===== config.mk =====
export PLATFORM = sky130hd
export DESIGN_NAME = bbc_out_stage_flat
export DESIGN_NICKNAME = d
export VERILOG_FILES = /design/src/hdl/bbc_pkg.sv /design/src/hdl/bbc_res_if.sv /design/src/hdl/bbc_out_stage.sv /design/src/flat_wrapper.sv
export SDC_FILE = /design/constraint.sdc
export NUM_CORES = 1
export LEC_CHECK = 0
export ABC_AREA = 1
export BUFFER_PORTS_ARGS = -buffer_cell sky130_fd_sc_hd__clkbuf_2
export CORE_ASPECT_RATIO = 1.1
export CORE_MARGIN = 5
export CORE_UTILIZATION = 40
export DETAILED_ROUTE_END_ITERATION = 10
export SYNTH_ARGS = -nofsm -noshare
export SYNTH_HDL_FRONTEND = slang
export SYNTH_SLANG_ARGS = --single-unit
export TNS_END_PERCENT = 20

===== constraint.sdc =====
create_clock -name clk -period 5.35 [get_ports clk]
set_input_delay 0.535 -clock clk [delete_from_list [all_inputs] [get_ports clk]]
set_output_delay 0.535 -clock clk [all_outputs]
set_load 0.01 [all_outputs]

===== src/hdl/bbc_pkg.sv =====
// shared constants and types for the 3x3 box blur with border copy
package bbc_pkg;

  // line store depth and address width
  localparam int MAX_SIZE = 1024;
  localparam int ADDR_W   = $clog2(MAX_SIZE);

  // field widths
  localparam int COORD_W = 10;
  localparam int PIX_W   = 8;
  localparam int SIZE_W  = 11;

  // nine 8-bit values need four extra bits
  localparam int SUM_W = PIX_W + 4;

  // divide by nine as multiply by round-up of 2^16 / 9, then shift
  localparam int RECIP_W     = 13;
  localparam int RECIP_SHIFT = 16;
  localparam logic [RECIP_W-1:0] RECIP_9 = RECIP_W'((1 << RECIP_SHIFT) / 9 + 1);

  // image size after reset
  localparam logic [SIZE_W-1:0] SIZE_RESET = SIZE_W'(MAX_SIZE);

  typedef logic [COORD_W-1:0] coord_t;
  typedef logic [PIX_W-1:0]   pix_t;
  typedef logic [SUM_W-1:0]   sum_t;

  // one pixel on its way through the window stage
  typedef struct packed {
    coord_t row;
    coord_t col;
    logic   mean;
    logic   border;
    pix_t   pixel;
  } item_t;

  // one pixel with its window sum, handed to the result stage
  typedef struct packed {
    coord_t row;
    coord_t col;
    logic   mean;
    logic   border;
    pix_t   pixel;
    sum_t   sum;
  } sum_item_t;

endpackage


===== src/hdl/bbc_res_if.sv =====
// result stream channel
interface bbc_res_if;
  logic            valid;
  logic            ready;
  bbc_pkg::coord_t out_row;
  bbc_pkg::coord_t out_col;
  bbc_pkg::pix_t   out_value;
  logic            last_of_run;

  modport source (output valid, output out_row, output out_col, output out_value,
                  output last_of_run, input ready);
  modport sink (input valid, input out_row, input out_col, input out_value,
                input last_of_run, output ready);
endinterface


===== src/hdl/bbc_out_stage.sv =====
// result stage: divides the window sum by nine and sends mean and border copy
module bbc_out_stage (
  input  logic               clk,
  input  logic               rst,
  input  logic               in_valid,
  output logic               in_ready,
  input  bbc_pkg::sum_item_t in_item,
  bbc_res_if.source          res
);

  logic               s2_valid;
  bbc_pkg::sum_item_t s2;
  logic               mean_pend;
  logic               border_pend;
  logic               both_pend;
  logic               done;
  logic [bbc_pkg::SUM_W+bbc_pkg::RECIP_W-1:0] prod;
  bbc_pkg::pix_t      mean;

  assign both_pend = mean_pend && border_pend;
  assign done      = res.valid && res.ready && !both_pend;
  assign in_ready  = !s2_valid || done;

  // hold the item until its last result transfer; items with no result drop out
  always_ff @(posedge clk) begin
    if (rst) begin
      s2_valid    <= 1'b0;
      mean_pend   <= 1'b0;
      border_pend <= 1'b0;
    end else if (in_ready) begin
      s2_valid    <= in_valid && (in_item.mean || in_item.border);
      mean_pend   <= in_valid && in_item.mean;
      border_pend <= in_valid && in_item.border;
    end else if (res.valid && res.ready) begin
      mean_pend <= 1'b0;
    end
    if (in_ready && in_valid) begin
      s2 <= in_item;
    end
  end

  // truncated divide by nine through the reciprocal
  assign prod = s2.sum * bbc_pkg::RECIP_9;
  assign mean = prod[bbc_pkg::RECIP_SHIFT +: bbc_pkg::PIX_W];

  // mean of the pixel up and left goes first, then the border copy
  assign res.valid = s2_valid;
  always_comb begin
    if (mean_pend) begin
      res.out_row     = s2.row - 1'b1;
      res.out_col     = s2.col - 1'b1;
      res.out_value   = mean;
      res.last_of_run = !border_pend;
    end else begin
      res.out_row     = s2.row;
      res.out_col     = s2.col;
      res.out_value   = s2.pixel;
      res.last_of_run = 1'b1;
    end
  end

endmodule


===== src/flat_wrapper.sv =====
// flat-port wrapper written by rule: the top's interface ports become plain ports
module bbc_out_stage_flat 
  (clk, rst, in_valid, in_ready, in_item, res_valid, res_out_row, res_out_col, res_out_value, res_last_of_run, res_ready);
  bbc_res_if res_i ();
  input  logic clk;
  input  logic rst;
  input  logic in_valid;
  output logic in_ready;
  input  bbc_pkg::sum_item_t in_item;
  output wire logic [$bits(res_i.valid)-1:0] res_valid;
  output wire logic [$bits(res_i.out_row)-1:0] res_out_row;
  output wire logic [$bits(res_i.out_col)-1:0] res_out_col;
  output wire logic [$bits(res_i.out_value)-1:0] res_out_value;
  output wire logic [$bits(res_i.last_of_run)-1:0] res_last_of_run;
  input wire logic [$bits(res_i.ready)-1:0] res_ready;
  assign res_valid = res_i.valid;
  assign res_out_row = res_i.out_row;
  assign res_out_col = res_i.out_col;
  assign res_out_value = res_i.out_value;
  assign res_last_of_run = res_i.last_of_run;
  assign res_i.ready = res_ready;
  bbc_out_stage u_core (.clk(clk), .rst(rst), .in_valid(in_valid), .in_ready(in_ready), .in_item(in_item), .res(res_i));
endmodule

# == Word level (Yosys, flattened, before mapping) ==
# Cells that the tools add are included.
# totals
register_bits,43
in_bits,46
out_inout_bits,31
elab_cells,29
# classes
n_addsub,2
multipliers,1
n_mux,6
n_reduce_logical,13
# op_table
op,count
"12-bit by 12-bit multiplier with 23-bit output, second input constant",1
10-bit 2-to-1 mux,2
"10-bit by 1-bit subtractor with 10-bit output, second input constant",2
8-bit 2-to-1 mux,1
1-bit logical AND,7
1-bit zero test,3
1-bit 2-to-1 mux,3
1-bit logical OR,2
2-bit nonzero test,1

# == Longest topological paths before layout ==
# logic_depth
word_depth,5
mapped_depth,23
mapped_depth_nobuf,23

# == Least setup slack after synthesis ==
# No wires, ideal clock.
# synth_path
kind,register -> output
from,register u_core.s2[1] in the netlist's numbering
to,output res_out_value[2]
arrival_time_ps,4073
t_required_ps,4815
setup_slack_ps,742
stages_incl_launch_ff,20
path_buffers,0
cell_sequence,edfxtp_1 -> inv_1 -> fa_1 -> inv_1 -> ha_1 -> inv_1 -> fa_1 -> inv_1 -> fa_1 -> inv_1 -> fa_1 -> inv_1 -> ha_1 -> nand2_1 -> inv_1 -> nand2_1 -> nand2_1 -> a21oi_1 -> nand3_1 -> a31oi_1
# synth_between
elab_chain_cells,2
# synth_lines
element,line_no,source
start: declaration,bbc_out_stage.sv:12,bbc_pkg::sum_item_t s2;
start signal: assignment,bbc_out_stage.sv:38,s2 <= in_item;
12-bit by 12-bit multiplier with 23-bit output,bbc_out_stage.sv:43,assign prod = s2.sum * bbc_pkg::RECIP_9;
8-bit 2-to-1 mux,bbc_out_stage.sv:49,if (mean_pend) begin
end: declaration,flat_wrapper.sv:13,output wire logic [$bits(res_i.out_value)-1:0] res_out_value;
# No other way between the ends.

# == Final worst setup path ==
# layout_path
from,register u_core.s2[2] in the netlist's numbering
to,output res_out_value[4]
# The elaborated chain is that of the path after synthesis.

==> flow_summary.yaml <==
critical_path:
  cp_data_required_time_ps: 4820
  crit_chain: "inv_1 -> fa_1 -> inv_1 -> ha_1 -> inv_1 -> fa_1 -> inv_1 -> fa_1 -> inv_1 -> fa_1 -> inv_1 -> ha_4 -> nand2_2 -> nor4_1 -> nand2_1 -> nand3_1 -> nand3_1 -> nand2_1 -> clkbuf_2"
  critical_path_class: "flop to output pin"
  cp.arrival_ps: 4580
  path_buf_inv: 7
  crit_cells: 19
  r2r_start: "u_core.mean_pend$_SDFFE_PP0P_"
  worstSetupStartpoint: "u_core.s2[2]$_DFFE_PP_"
  path_common_cell: "inv_1"
  r2r_slack_ps: 3380
  slowest_stage: "fa_1"
  critical-path-top-delay-family: "adder cells"
  cp-end-kind: "output pin"
  ff2ff_path_depth: 4
  crit_fanout: 4
  critPathLaunchType: "flop"
  max_stage_delay_ps: 540
logic_synthesis:
  ys_warn_count: 0
  synth_cell_type_count: 35
  yosysTopAreaCell: "edfxtp_1"
  ys_top_cells_by_area: "edfxtp_1 29%, ha_1 21%, fa_1 14%"
  syn_area_um2: 4150
  synth_cells: 447
  synth_top_cell_area_share: 0.290
  synth_area_per_cell_um2: 9.28
  synth-seq-area-share: 0.304
  syn-num-nets: 591
  ys_ff_latch: 43
timing:
  fmax_ghz: 0.195
  slew_violations: 0
  tns_ps: 0
  setup_viol: 0
  hold_violations: 0
  relSlewSlack: 0.590
  period_minus_slack_ps: 5120
  fin_skew_ps: 10.3
  tightest_slew_ps: 614
  finalCritPeriodShare: 0.956
clock_network:
  clock_latency_ps: 290
  cts_tree: "done"
  cts.sinks: 43
  path_clk_slew_ps: 70
  clock_path_buffers: 2
  root_buffer: "clkbuf_16"
  numCtsBuffers: 5
  cts_max_level: 2
route:
  drt-total-wl_um: 9100
  vias: 3193
  dr.pass1.iters: 4
  ant_nets: 0
  drc: 0
  routed_via_density: 4.85
  drt_iter0_markers: 133
  wl_per_cell_um: 13.8
floorplanning:
  die_height_um: 117
  rows: 39
  die_w_um: 107
  io_pins: 77
  coreArea_um2: 10200
  dieArea_um2: 12500
  initial_core_util: 0.405
placement:
  gp_congestion: 0.915
  portBuffers: 76
  dpl.hpwl_um: 7840
global_route:
  grt_pass1_vias: 3389
  grt_max_degree: 32
  grt_pass1_wl_um: 15200
  antenna_found_initial: 0
  globalRoute.totalOverflow: 0
  groute.usage.overall: 0.152
flow_run:
  drv_cap: 0
layout:
  n_antenna_cell: 0
  layout_common_cells: "83 x inv_1, 77 x nand2_1, 76 x clkbuf_2, 68 x ha_1, 40 x edfxtp_1"
  layout_commonest_cell: "inv_1"
  drive_above_1_share: 0.221
  nFillCells: 993
  final_nets: 678
  fin_util: 0.479
  area_growth_pct: 18.3
power_and_ir_drop:
  power_density_nw_per_um2: 481
  leakage_nw: 2.55
  ir_drop_v: 0.000273
  power_mw: 2.36
worst_hold_path:
  hp-start: "in_item[11]"
  hold_class: "input port to flop"
  min_path_cells: 1
status:
  status: "complete, no violations"
timing repair:
item	CTS	global route
hold buffers	0	0
hold endpoints to repair	0	0
setup buffers	0	6
gates resized for setup	0	5
endpoints found under the setup margin	0	8
cells in the mapped netlist (all sizes together):
cell type and count:
nand2 81, fa 29, edfxtp 40, a21oi 20, o31ai 2, xor2 10, nand4 5, or2 3
dfxtp 3, nor4 3, nor3 10, a21o 1, o21ai 18, nand3 22, o21a 1, xnor2 6
clkbuf 1, clkinv 1, buf 2, inv 91, and2 1, a31oi 2, o21bai 3, ha 69
nor2 23
layer usage:
layer,GRT usage,up-vias,routed length (µm)
met1,0.180,1467,3810
met5,0,-,0
li1,-,1636,-
met4,0.0512,0,186
met2,0.268,75,4610
met3,0.0417,15,497
report_power, final:
part / total, mW / switching (mW) / internal [mW] / leakage (nW)
clock: 0.321 / 0.143 / 0.178 / 0.0748
sequential: 0.411 / 0.0181 / 0.393 / 0.412
combinational: 1.63 / 1.02 / 0.612 / 2.06
total: 2.36 / 1.18 / 1.18 / 2.55
cell type report:
cell class | instances | area, µm² | area share
clock buffer | 5 | 125 | 0.0255
clock inverter | 3 | 26.3 | 0.00535
inverter | 92 | 345 | 0.0704
multi-input combinational | 309 | 2560 | 0.522
sequential | 43 | 1260 | 0.257
tap | 123 | 154 | 0.0314
timing repair buffer | 83 | 433 | 0.0882
stage by stage:
step | std cells | hold WS, ps | setup slack, ps | area, µm²
2_1_floorplan | 447 | 438 | 742 | 4150
3_3_place_gp | 644 | 453 | 454 | 4680
6_report | 658 | 414 | 234 | 4910
4_1_cts | 652 | 407 | 31.9 | 4840
5_1_grt | 658 | 400 | -24.2 | 4910
3_5_place_dp | 644 | 451 | 359 | 4680
sequential cells by signal, indices dropped and copies added (netlist names):
name and flops:
u_core.mean_pend 1, u_core.border_pend 1, u_core.s2 40, u_core.res.valid 1
cells by family after synthesis:
kind of cell | after synthesis | synth area share
fa+ha+maj | 98 | 0.348
compound gates | 47 | 0.0624
xor+xnor | 16 | 0.0338
simple gates | 148 | 0.165
flops | 43 | 0.304
buf+inv | 95 | 0.0865
path summary, 6_finish.rpt:
check / end
max: res_out_value[4]
min: u_core.s2[11]$_DFFE_PP_
max reg2reg: u_core.s2[8]$_DFFE_PP_
min reg2reg: u_core.border_pend$_SDFFE_PP0P_
worst register-to-register path: stages, from the launching register on:
cell,delay (ps)
dfxtp_1,720
nand2_1,160
a21oi_1,350
nor2_4,150
buf_4,300
Power figures use the tool's default switching activity.
