--- src/hdl/bbc_pkg.sv ---
// shared constants and types for the 3x3 box blur with border copy
package bbc_pkg;

  // line store depth and address width
  localparam int MAX_SIZE = 1024;
  localparam int ADDR_W   = $clog2(MAX_SIZE);

  // field widths
  localparam int COORD_W = 10;
  localparam int PIX_W   = 8;
  localparam int SIZE_W  = 11;

  // nine 8-bit values need four extra bits
  localparam int SUM_W = PIX_W + 4;

  // divide by nine as multiply by round-up of 2^16 / 9, then shift
  localparam int RECIP_W     = 13;
  localparam int RECIP_SHIFT = 16;
  localparam logic [RECIP_W-1:0] RECIP_9 = RECIP_W'((1 << RECIP_SHIFT) / 9 + 1);

  // image size after reset
  localparam logic [SIZE_W-1:0] SIZE_RESET = SIZE_W'(MAX_SIZE);

  typedef logic [COORD_W-1:0] coord_t;
  typedef logic [PIX_W-1:0]   pix_t;
  typedef logic [SUM_W-1:0]   sum_t;

  // one pixel on its way through the window stage
  typedef struct packed {
    coord_t row;
    coord_t col;
    logic   mean;
    logic   border;
    pix_t   pixel;
  } item_t;

  // one pixel with its window sum, handed to the result stage
  typedef struct packed {
    coord_t row;
    coord_t col;
    logic   mean;
    logic   border;
    pix_t   pixel;
    sum_t   sum;
  } sum_item_t;

endpackage

--- src/hdl/bbc_window.sv ---
// window stage: joins line store data with the pixel, keeps the 3x3 window, sums it
module bbc_window (
  input  logic                       clk,
  input  logic                       rst,
  input  logic                       in_valid,
  output logic                       in_ready,
  input  bbc_pkg::item_t             in_item,
  input  bbc_pkg::pix_t              top,
  input  bbc_pkg::pix_t              mid,
  output logic                       upper_we,
  output logic [bbc_pkg::ADDR_W-1:0] upper_waddr,
  output bbc_pkg::pix_t              upper_wdata,
  output logic                       out_valid,
  input  logic                       out_ready,
  output bbc_pkg::sum_item_t         out_item
);

  logic           s1_valid;
  bbc_pkg::item_t s1;
  bbc_pkg::pix_t  win [6];
  logic           advance;
  bbc_pkg::sum_t  sum;

  assign advance  = s1_valid && out_ready;
  assign in_ready = !s1_valid || out_ready;

  // stage register, memory read data lines up with it
  always_ff @(posedge clk) begin
    if (rst) begin
      s1_valid <= 1'b0;
    end else if (in_ready) begin
      s1_valid <= in_valid;
    end
    if (in_ready && in_valid) begin
      s1 <= in_item;
    end
  end

  // shift the window by one column on every transfer out of the stage
  always_ff @(posedge clk) begin
    if (rst) begin
      for (int i = 0; i < 6; i++) begin
        win[i] <= '0;
      end
    end else if (advance) begin
      win[0] <= win[3];
      win[1] <= win[4];
      win[2] <= win[5];
      win[3] <= top;
      win[4] <= mid;
      win[5] <= s1.pixel;
    end
  end

  // sum of the nine window pixels
  assign sum = bbc_pkg::SUM_W'(top) + bbc_pkg::SUM_W'(mid) + bbc_pkg::SUM_W'(s1.pixel)
             + bbc_pkg::SUM_W'(win[0]) + bbc_pkg::SUM_W'(win[1]) + bbc_pkg::SUM_W'(win[2])
             + bbc_pkg::SUM_W'(win[3]) + bbc_pkg::SUM_W'(win[4]) + bbc_pkg::SUM_W'(win[5]);

  // middle row data moves up into the upper line store
  assign upper_we    = advance;
  assign upper_waddr = s1.col[bbc_pkg::ADDR_W-1:0];
  assign upper_wdata = mid;

  assign out_valid       = s1_valid;
  assign out_item.row    = s1.row;
  assign out_item.col    = s1.col;
  assign out_item.mean   = s1.mean;
  assign out_item.border = s1.border;
  assign out_item.pixel  = s1.pixel;
  assign out_item.sum    = sum;

endmodule

--- config.mk ---
export PLATFORM = sky130hd
export DESIGN_NAME = bbc_window
export DESIGN_NICKNAME = d
export VERILOG_FILES = /design/src/hdl/bbc_pkg.sv /design/src/hdl/bbc_window.sv
export SDC_FILE = /design/constraint.sdc
export NUM_CORES = 1
export LEC_CHECK = 0
export ABC_AREA = 1
export BUFFER_PORTS_ARGS = -buffer_cell sky130_fd_sc_hd__buf_2
export CORE_UTILIZATION = 45
export CTS_CLUSTER_SIZE = 10
export DETAILED_ROUTE_END_ITERATION = 7
export PLACE_DENSITY = 0.66
export SYNTH_ARGS = -nofsm -noshare
export SYNTH_HDL_FRONTEND = slang
export SYNTH_SLANG_ARGS = --single-unit
--- constraint.sdc ---
create_clock -name clk -period 6.71 [get_ports clk]
set_input_delay 1.342 -clock clk [delete_from_list [all_inputs] [get_ports clk]]
set_output_delay 1.342 -clock clk [all_outputs]
set_load 0.005 [all_outputs]
# Yosys cells after proc, flatten, opt, wreduce, memory -nomap -nowiden

Memories as Yosys holds them, arrays and structs flattened.
Cells that the tools add are included.

Register bits: 31
Latch bits: 0
RAM bits: 48
ROM bits: 0
Input bits: 50
Output and inout port bits: 63
Logic and storage cells: 36
Memories: 1

Memories:

| memory | words | width | read ports | clocked after Yosys merged registers in | write ports | line             | RTL |
|---|---|---|---|---|---|---|---|
| win    | 6     | 8     | 6          | 0                                       | 6           | bbc_window.sv:20 | `bbc_pkg::pix_t win [6];` |

Add/sub/neg operators: 8
Multiply operators: 0
Divide/modulo/power cells: 0
Magnitude comparators: 0
Eq/ne operators: 0
Shifts and indexed selects: 0
Muxes and demuxes: 11
Bitwise operators: 6
Reductions and logical operators: 4

Operators by type and width:

| cell              | number |
|---|---|
| $add 12x8->12     | 4 |
| $mux 8            | 6 |
| $add 11x8->12     | 1 |
| $add 10x8->11     | 1 |
| $add 9x8->10      | 1 |
| $add 8x8->9       | 1 |
| $or 1x1->1        | 6 |
| $mux 1            | 5 |
| $logic_and 1x1->1 | 2 |
| $logic_not 1->1   | 1 |
| $logic_or 1x1->1  | 1 |

# Logic depth before layout (Yosys ltp)

Gate-level depths: netlist of the first run.

Depth in word-level cells: 8
Mapped depth: 18
Gate-level depth less buffers: 18

# Least setup slack after synthesis of the first run

OpenSTA, ideal clock, no wires.

Path kind: input port to output port
From: input top[2]
To: output out_item[10] (netlist bit)
Data arrival time: 4.589 ns
Slack: 0.779 ns
Stages on the path: 18
Path buffers: 0
Cell sequence: inv_1 > fa_1 > inv_1 > fa_1 > fa_1 > inv_1 > fa_1 > inv_1 > ha_1 > inv_1 > fa_1 > inv_1 > nand2_1 > nand2_1 > nand3_1 > nand2_1 > nand2_1 > nand2_1

RTL lines:

| element     | line             | RTL |
|---|---|---|
| from (decl) | bbc_window.sv:8  | `input bbc_pkg::pix_t top,` |
| to (decl)   | bbc_window.sv:15 | `output bbc_pkg::sum_item_t out_item` |

==> results of run 1 <==
[where the power goes]
part           switching [uW]  total, uW  internal, uW
registers                15.4        590           575
logic                     583       1060           476
clock network             155        284           129
[final timing paths]
check	slack (ns)	to	start	cells after the start
hold / removal	0.54	out_valid	out_valid	2
hold reg to reg	0.54	out_valid	out_valid	2
setup / recovery	0.44	out_item[10]	top[2]	20
setup reg to reg	4.97	win[0][21]	out_valid	2
[flip-flops by register name (all words and copies together), names as in the netlist]
| name | count |
|---|---|
| out_item | 20 |
| out_valid | 1 |
| upper_waddr | 10 |
| win | 48 |
[metal layers]
metal,global-route usage [%],vias up,routed length [um]
met3,2.94,14,388
li1,-,1365,-
met2,24.4,85,3570
met5,0,-,0
met1,18.9,1289,3320
met4,8.63,0,194
[through the flow]
| stage | std cells | power, uW | setup WS, ns | hold slack (ns) | cell area [um2] |
|---|---|---|---|---|---|
| floorplan | 398 | 1360 | 0.779 | 0.519 | 4860 |
| global placement | 624 | 1660 | 0.453 | 0.524 | 5410 |
| detailed placement | 624 | 1690 | 0.397 | 0.540 | 5410 |
| CTS | 638 | 1970 | 0.387 | 0.551 | 5560 |
| global route | 638 | 2170 | 0.142 | 0.587 | 5560 |
| finish | 638 | 1930 | 0.437 | 0.545 | 5560 |
[kinds of logic after synthesis]
group                    count (synthesis)  share of synthesized area [%]
buffers and inverters                  144                           13.4
AND/OR/NAND/NOR                         99                           11.2
AO/OA/AOI/OAI                            6                          0.618
adder cells (fa/ha/maj)                 67                           25.6
XOR/XNOR                                 3                          0.541
flip-flops                              79                           48.6
[Yosys cell counts]
library cell,count
nand2_2,1
buf_12,2
buf_2,2
nor2_4,20
buf_4,18
inv_1,120
fa_1,54
nand2_1,35
inv_2,1
nand3b_1,2
dfxtp_1,1
nor2_1,32
or2_2,2
xnor2_1,3
buf_6,1
a21oi_1,5
edfxtp_1,78
o21ai_0,1
nand3_1,6
ha_1,13
nor3_1,1
[final cells by class]
| class | instances | area (um2) | share of cell area (%) |
|---|---|---|---|
| clock inverter | 2 | 10.0 | 0.180 |
| sequential | 79 | 2360 | 42.5 |
| multi-input combinational | 175 | 1860 | 33.4 |
| inverter | 121 | 454 | 8.17 |
| clock buffer | 12 | 135 | 2.43 |
| timing repair buffer | 113 | 568 | 10.2 |
| tap | 136 | 170 | 3.06 |
[worst reg2reg max path: stages (launching register included)]
cell and delay, ns:
dfxtp_1 0.41, nand2_1 0.12, nand2_2 0.81
[cell usage in the layout, fill, tap and decap left out, types with 2 or more instances in the layout]
master and instances:
nand2_2 2, nor2_1 32, a21oi_1 4, nand3_1 6, clkinv_2 2, ha_1 13, xnor2_1 3, buf_2 112
fa_1 54, edfxtp_1 78, or2_2 2, clkbuf_8 9, nor2_4 20, nand3b_1 2, nand2_1 34, inv_1 120
clkbuf_1 3
==> key figures, run 1 <==
Run status
  – Outcome: finished, final reports clean

Floorplan
  – Die area: 11200 um2
  – Starting Density: 46.6%
  – Die span in x: 106 um
  – Row Count: 37
  – CORE AREA: 10400 um2
  – Die Ht: 106 um
  – # IOs: 113

Logic synthesis
  – Yosys warns: 0
  – Synth cell types: 21
  – Synth top area cells: edfxtp_1, fa_1, inv_1, nor2_4, ha_1
  – Syn Area/Cell: 12.2 um2
  – Sequential area share after synthesis: 48.6%
  – Seq cells post-synth: 79
  – Top-area cell type share of the netlist area: 48.2%
  – Area leader, netlist: edfxtp_1
  – Syn_nets: 515
  – Synthesized instance count: 398
  – Cell Area, Synth: 4860 um2

Place
  – I/O Buffers: 112
  – Final HPWL DP: 6020 um
  – Placer Congestion: 0.769

Clocking
  – Setup Fix Bufs, Post-CTS: 0
  – Cts hold-fix bufs: 0
  – Clock latency on the worst-skew pair: 0.35 ns
  – Largest buffer count on any clock path: 2
  – CTS Buf Count: 9
  – Clk sinks: 79
  – Post-CTS sizing: 0
  – CTS clk-pin slew, worst paths: 0.07 ns
  – CTS tree: done
  – Max H-tree Level: 3
  – Root Buffer: clkbuf_8

Worst setup path
  – Crit-path cells: buf_2, inv_1, fa_1, inv_1, fa_1, fa_1, inv_1, fa_1, inv_1, ha_1, inv_1, fa_1, inv_1, nand2_1, nand2_1, nand3_1, nand2_1, nand2_1, nand2_1, buf_2
  – CP Data Arrival Time: 4.93 ns
  – CP delay by family, top: adder cells
  – CP Class: input port to primary output
  – Worst Setup End Kind: primary output
  – Worst EP required: 5.37 ns
  – CP max stage delay: 0.56 ns
  – CP most frequent cell: inv_1
  – Startpoint types: input port
  – Critical-path maximum fanout: 3
  – CP max stage cell: fa_1
  – Worst Path Buf+Inv: 8

Power
  – Pwr/cell area: 348 nW/um2
  – Leak Pwr: 0.00267 uW
  – Max IR drop VDD: 0.000421 V

Timing
  – Final min period: 6.27 ns
  – Worst slew margin: 26.8%
  – Max Fclk: 159 MHz
  – Worst-Margin Slew: 1.09 ns
  – TNS Setup: 0 ns
  – Unrepaired setup endpoints after global routing: no
  – Fin. Hold Viols: 0
  – Setup Skew: 0.00447 ns
  – Final Max Slew Viols: 0
  – Final setup fails: 0
  – Tcrit/Tclk final: 93.5%

Run
  – Max cap viols: 0

Global routing
  – Initial antenna violation count: 0
  – First-pass GRT wire length: 12900 um
  – Largest net degree at the start of global routing: 49
  – GRT Overall Usage: 15.0%
  – Total grt overflow: 0
  – Vias in the first global route: 2993

Drt
  – 1st-iter DRT viols: 118
  – Drt first pass iters: 4
  – DRC: 0
  – Routed WL: 7480 um
  – Vias: 2753
  – Wire length per cell: 11.7 um
  – Via/cell ratio: 4.32
  – Post-route ant nets: 0

Finish
  – Final core occ: 53.4%
  – Nets: 616
  – # diodes: 0
  – Fillers: 930
  – Layout area overhead: 14.4%
  – Layout cells sized above 1: 29.9%

Worst hold path
  – Worst min-delay path class: flop to flop
Note: power is estimated with default switching activity, not from simulation.
==> run 2, diff against run 1 <==
--- a/config.mk
+++ b/config.mk
@@ -7,6 +7,7 @@
 export LEC_CHECK = 0
 export ABC_AREA = 1
 export BUFFER_PORTS_ARGS = -buffer_cell sky130_fd_sc_hd__buf_2
+export CORE_ASPECT_RATIO = 1.5
 export CORE_UTILIZATION = 45
 export CTS_CLUSTER_SIZE = 10
 export DETAILED_ROUTE_END_ITERATION = 7
==> run 2 against run 1 <==
Sequential power about the same. Sequential share of layout area shrank 1.1 points. Critical path type unchanged. Worst setup slack improved by 0.048 ns. Critical endpoint unchanged. Core utilization is 0.79 points higher. Largest cell class unchanged. Combinational power hardly changed. First-iteration DRC count decreased by 4.2%. Via count increased by 1.1%. Worst hold slack better by 0.020 ns.
==> key figures, run 2 (synthesized netlist as in run 1, its figures left out) <==
Finish
  – Layout area overhead: 17.4%
  – Most frequent cells in the layout: inv_1, buf_2, edfxtp_1
  – Final instance area: 5700 um2
  – Final core occ: 54.2%
  – # diodes: 0
  – Layout cells sized above 1: 30.0%
  – Layout Cells excl Fill: 648
  – Max reg flops: 48
  – Most flop-heavy register: win
  – Nets: 616
  – Most common cell after layout, fill and taps aside: inv_1

Global routing
  – Vias in the first global route: 2966
  – Initial antenna violation count: 0
  – First-pass GRT wire length: 12700 um
  – Total grt overflow: 0
  – Largest net degree at the start of global routing: 49
  – GRT Overall Usage: 14.9%

Clocking
  – Largest buffer count on any clock path: 2
  – CTS tree: done
  – Clk sinks: 79
  – Setup Fix Bufs, Post-CTS: 0
  – Post-CTS sizing: 0
  – Root Buffer: clkbuf_16
  – Max H-tree Level: 3
  – Cts hold-fix bufs: 0
  – Clock latency on the worst-skew pair: 0.33 ns
  – CTS clk-pin slew, worst paths: 0.05 ns
  – CTS Buf Count: 9

Drt
  – DRC: 0
  – Post-route ant nets: 0
  – Drt first pass iters: 4
  – Vias: 2783
  – Routed WL: 7350 um
  – 1st-iter DRT viols: 113
  – Wire length per cell: 11.3 um
  – Via/cell ratio: 4.29

Place
  – Cells after DPL: 632
  – I/O Buffers: 112
  – Placer Congestion: 0.805
  – Post-DP Area: 5420 um2
  – Final HPWL DP: 5950 um
  – Pre-CTS setup slack: 0.431 ns

Run
  – Max cap viols: 0

Floorplan
  – # IOs: 113
  – CORE AREA: 10500 um2
  – Starting Density: 46.1%
  – Die span in x: 86.8 um
  – Die Ht: 129 um
  – Die area: 11200 um2
  – Row Count: 46

Timing
  – Final setup fails: 0
  – Setup ws final: 0.485 ns
  – Unrepaired setup endpoints after global routing: no
  – Final Max Slew Viols: 0
  – Fin. Hold Viols: 0
  – TNS Setup: 0 ns
  – Max Fclk: 161 MHz
  – Tcrit/Tclk final: 92.8%
  – Worst-Margin Slew: 1.11 ns
  – Worst slew margin: 25.6%
  – Final min period: 6.23 ns
  – Setup Skew: 0.00506 ns

Worst setup path
  – Worst Setup End Kind: primary output
  – CP Data Arrival Time: 4.88 ns
  – CP Class: input port to primary output
  – Critical-path maximum fanout: 3
  – Startpoint types: input port
  – Worst EP required: 5.37 ns

Power
  – Max IR drop VDD: 0.000211 V
  – Pwr/cell area: 369 nW/um2
  – Leak Pwr: 0.00273 uW

Worst hold path
  – Worst min-delay path class: flop to flop

Run status
  – Outcome: finished, final reports clean
run 2: cell count changes in the layout (fill, tap and decap cells not counted), sizes merged:
cell | previous run | this run
clkbuf | 12 | 10
bufinv | 0 | 1
clkinv | 2 | 5
run 2: path summary, 6_finish.rpt:
path | startpoint | end | slack (ns) | cells after the start
min | out_valid | out_valid | 0.56 | 2
max reg2reg | out_valid | win[0][22] | 4.93 | 2
min reg2reg | out_valid | out_valid | 0.56 | 2
max | top[2] | out_item[10] | 0.48 | 20
run 2: power by group:
part           internal (uW)  switching, uW
clock                    283            177
combinational            475            578
sequential               575           15.3
run 2: final cells by class:
class	count	area [um2]
Multi-Input combinational cell	175	1860
Tap cell	144	180
Clock inverter	6	51.3
Inverter	121	454
Fill cell	939	4830
Sequential cell	79	2360
Clock buffer	10	229
Timing Repair Buffer	113	568
run 2: per-stage QoR:
step | total power, uW | hold slack [ns]
after detailed placement | 1670 | 0.558
after global routing | 2330 | 0.593
after CTS | 2140 | 0.564
after floorplan | 1360 | 0.519
after global placement | 1660 | 0.530
final | 2100 | 0.565
run 2: routing by layer:
layer | wire [um] | global-route usage, %
met5 | 0 | 0
met4 | 107 | 5.88
met3 | 337 | 3.31
met2 | 3970 | 26.7
met1 | 2940 | 17.1
run 2: worst max-delay path, cell delays in order:
cell and delay [ns]:
buf_2 0.08, inv_1 0.08, fa_1 0.54, inv_1 0.06
fa_1 0.50, fa_1 0.54, inv_1 0.05, fa_1 0.46
inv_1 0.07, ha_1 0.16, inv_1 0.05, fa_1 0.39
inv_1 0.07, nand2_1 0.04, nand2_1 0.09, nand3_1 0.09
nand2_1 0.07, nand2_1 0.04, nand2_1 0.05, buf_2 0.11
==> run 3, diff against run 2 <==
--- a/config.mk
+++ b/config.mk
@@ -8,10 +8,10 @@
 export ABC_AREA = 1
 export BUFFER_PORTS_ARGS = -buffer_cell sky130_fd_sc_hd__buf_2
 export CORE_ASPECT_RATIO = 1.5
-export CORE_UTILIZATION = 45
+export CORE_UTILIZATION = 40
 export CTS_CLUSTER_SIZE = 10
 export DETAILED_ROUTE_END_ITERATION = 7
-export PLACE_DENSITY = 0.66
+export PLACE_DENSITY = 0.59
 export SYNTH_ARGS = -nofsm -noshare
 export SYNTH_HDL_FRONTEND = slang
 export SYNTH_SLANG_ARGS = --single-unit
==> run 3 against run 2 <==
Sequential cell count did not move. Core utilization fell by 4.6 points. Die area rose by 12%. Sequential share of layout area fell by 0.54 points. Cell area rose by 1.3%. Non-clock buffer count did not move. Wire length fell by 3.0%. Largest cell class unchanged. Highest routed layer unchanged.
==> key figures, run 3 (synthesized netlist as in run 1, its figures left out) <==
Worst setup path
  – Worst Path Buf+Inv: 8
  – Worst Setup End Kind: primary output
  – CP delay by family, top: adder cells
  – CP max stage delay: 0.55 ns
  – CP Data Arrival Time: 4.91 ns
  – Worst EP required: 5.37 ns
  – CP most frequent cell: inv_1
  – Startpoint types: input port
  – Crit-path cells: buf_2, inv_1, fa_1, inv_1, fa_1, fa_1, inv_1, fa_1, inv_1, ha_1, inv_1, fa_1, inv_1, nand2_1, nand2_1, nand3_1, nand2_1, nand2_1, nand2_1, buf_2
  – Critical-path maximum fanout: 3
  – CP Class: input port to primary output
  – CP max stage cell: fa_1

Timing
  – Max Fclk: 160 MHz
  – Unrepaired setup endpoints after global routing: no
  – Final Max Slew Viols: 0
  – Fin. Hold Viols: 0
  – Setup Skew: 0.00762 ns
  – Final min period: 6.25 ns
  – Worst slew margin: 25.4%
  – WHS: 0.566 ns
  – Worst-Margin Slew: 1.12 ns
  – Final setup fails: 0
  – TNS Setup: 0 ns
  – Tcrit/Tclk final: 93.1%

Clocking
  – Cts hold-fix bufs: 0
  – Clock latency on the worst-skew pair: 0.33 ns
  – Post-CTS sizing: 0
  – CTS Buf Count: 9
  – Root Buffer: clkbuf_16
  – CTS tree: done
  – Clk sinks: 79
  – Setup Fix Bufs, Post-CTS: 0
  – Max H-tree Level: 3
  – CTS clk-pin slew, worst paths: 0.06 ns
  – Largest buffer count on any clock path: 2

Place
  – Final HPWL DP: 5770 um
  – Post-DP Area: 5430 um2
  – Cells after DPL: 638
  – Placer Congestion: 0.772
  – I/O Buffers: 112

Floorplan
  – Row Count: 48
  – # IOs: 113
  – CORE AREA: 11700 um2
  – Die area: 12600 um2
  – Die span in x: 92.0 um
  – Starting Density: 41.7%
  – Die Ht: 137 um

Global routing
  – GR Util met2: 22.8%
  – Met1 Resource Use GR: 15.1%
  – First-pass GRT wire length: 12700 um
  – Total grt overflow: 0
  – Vias in the first global route: 2984
  – Largest net degree at the start of global routing: 49
  – Grt met3 use: 2.78%
  – Initial antenna violation count: 0
  – GRT Overall Usage: 12.9%
  – Top Usage Layer GRT: met2

Finish
  – Final instance area: 5780 um2
  – Fillers: 1067
  – Max reg flops: 48
  – FF/Latch Area: 2360 um2
  – Layout cells sized above 1: 30.6%
  – Layout area overhead: 19.0%
  – Area of the multi-input gates: 1860 um2
  – Layout Cells excl Fill: 654
  – Most frequent cells in the layout: inv_1, buf_2, edfxtp_1
  – # diodes: 0
  – Most flop-heavy register: win
  – Most common cell after layout, fill and taps aside: inv_1
  – Nets: 616

Run
  – Max cap viols: 0

Power
  – Leak Pwr: 0.00276 uW
  – Comb power frac: 47.6%
  – Power consumption: 2190 uW
  – Sw power: 771 uW
  – Sequential Power Share: 26.9%
  – Cell Int Power: 1420 uW
  – Sw frac: 35.2%
  – Max IR drop VDD: 0.000182 V
  – Pwr/cell area: 379 nW/um2
  – Clock share of power: 25.4%

Drt
  – Wire length per cell: 10.9 um
  – Routed WL: 7130 um
  – Drt first pass iters: 4
  – Via/cell ratio: 4.21
  – Vias: 2752
  – DRC: 0
  – 1st-iter DRT viols: 79
  – Post-route ant nets: 0

Worst hold path
  – Worst min-delay path class: flop to flop

Run status
  – Outcome: finished, final reports clean
## run 3: cell type report
cell class                 instances  share of cell area [%]
sequential                        79                    40.9
timing repair buffer             113                    9.83
tap                              150                    3.25
inverter                         121                    7.86
clock inverter                     5                    1.82
clock buffer                      11                    4.20
multi-input combinational        175                    32.2
## run 3: final timing paths
check | startpoint | to | slack, ns | depth (start not counted)
max | top[2] | out_item[10] | 0.46 | 20
min | out_valid | out_valid | 0.57 | 2
max reg2reg | out_valid | win[0][22] | 4.93 | 2
min reg2reg | out_valid | out_valid | 0.57 | 2
## run 3: power by group through the flow
stage	sequential, uW	combinational (uW)	clock [uW]
finish	590	1040	558
detailed placement	600	1070	0
global placement	599	1060	0
CTS	590	1080	573
floorplan	600	760	0
global route	594	1240	586
## run 3: layer usage
metal	wire, um	vias to the layer above
met5	0	-
met4	126	0
met3	341	11
met2	3690	70
met1	2980	1303
li1	-	1368
## run 3: through the flow
stage	utilization, %	setup slack [ns]
global route	49.6	0.152
global placement	46.6	0.434
CTS	49.6	0.409
detailed placement	46.6	0.415
finish	49.6	0.462
floorplan	-	0.779
## run 3: worst register-to-register path, stage by stage, from the launching register on
cell and delay, ns:
dfxtp_1 0.41, nand2_1 0.13, nand2_2 0.82
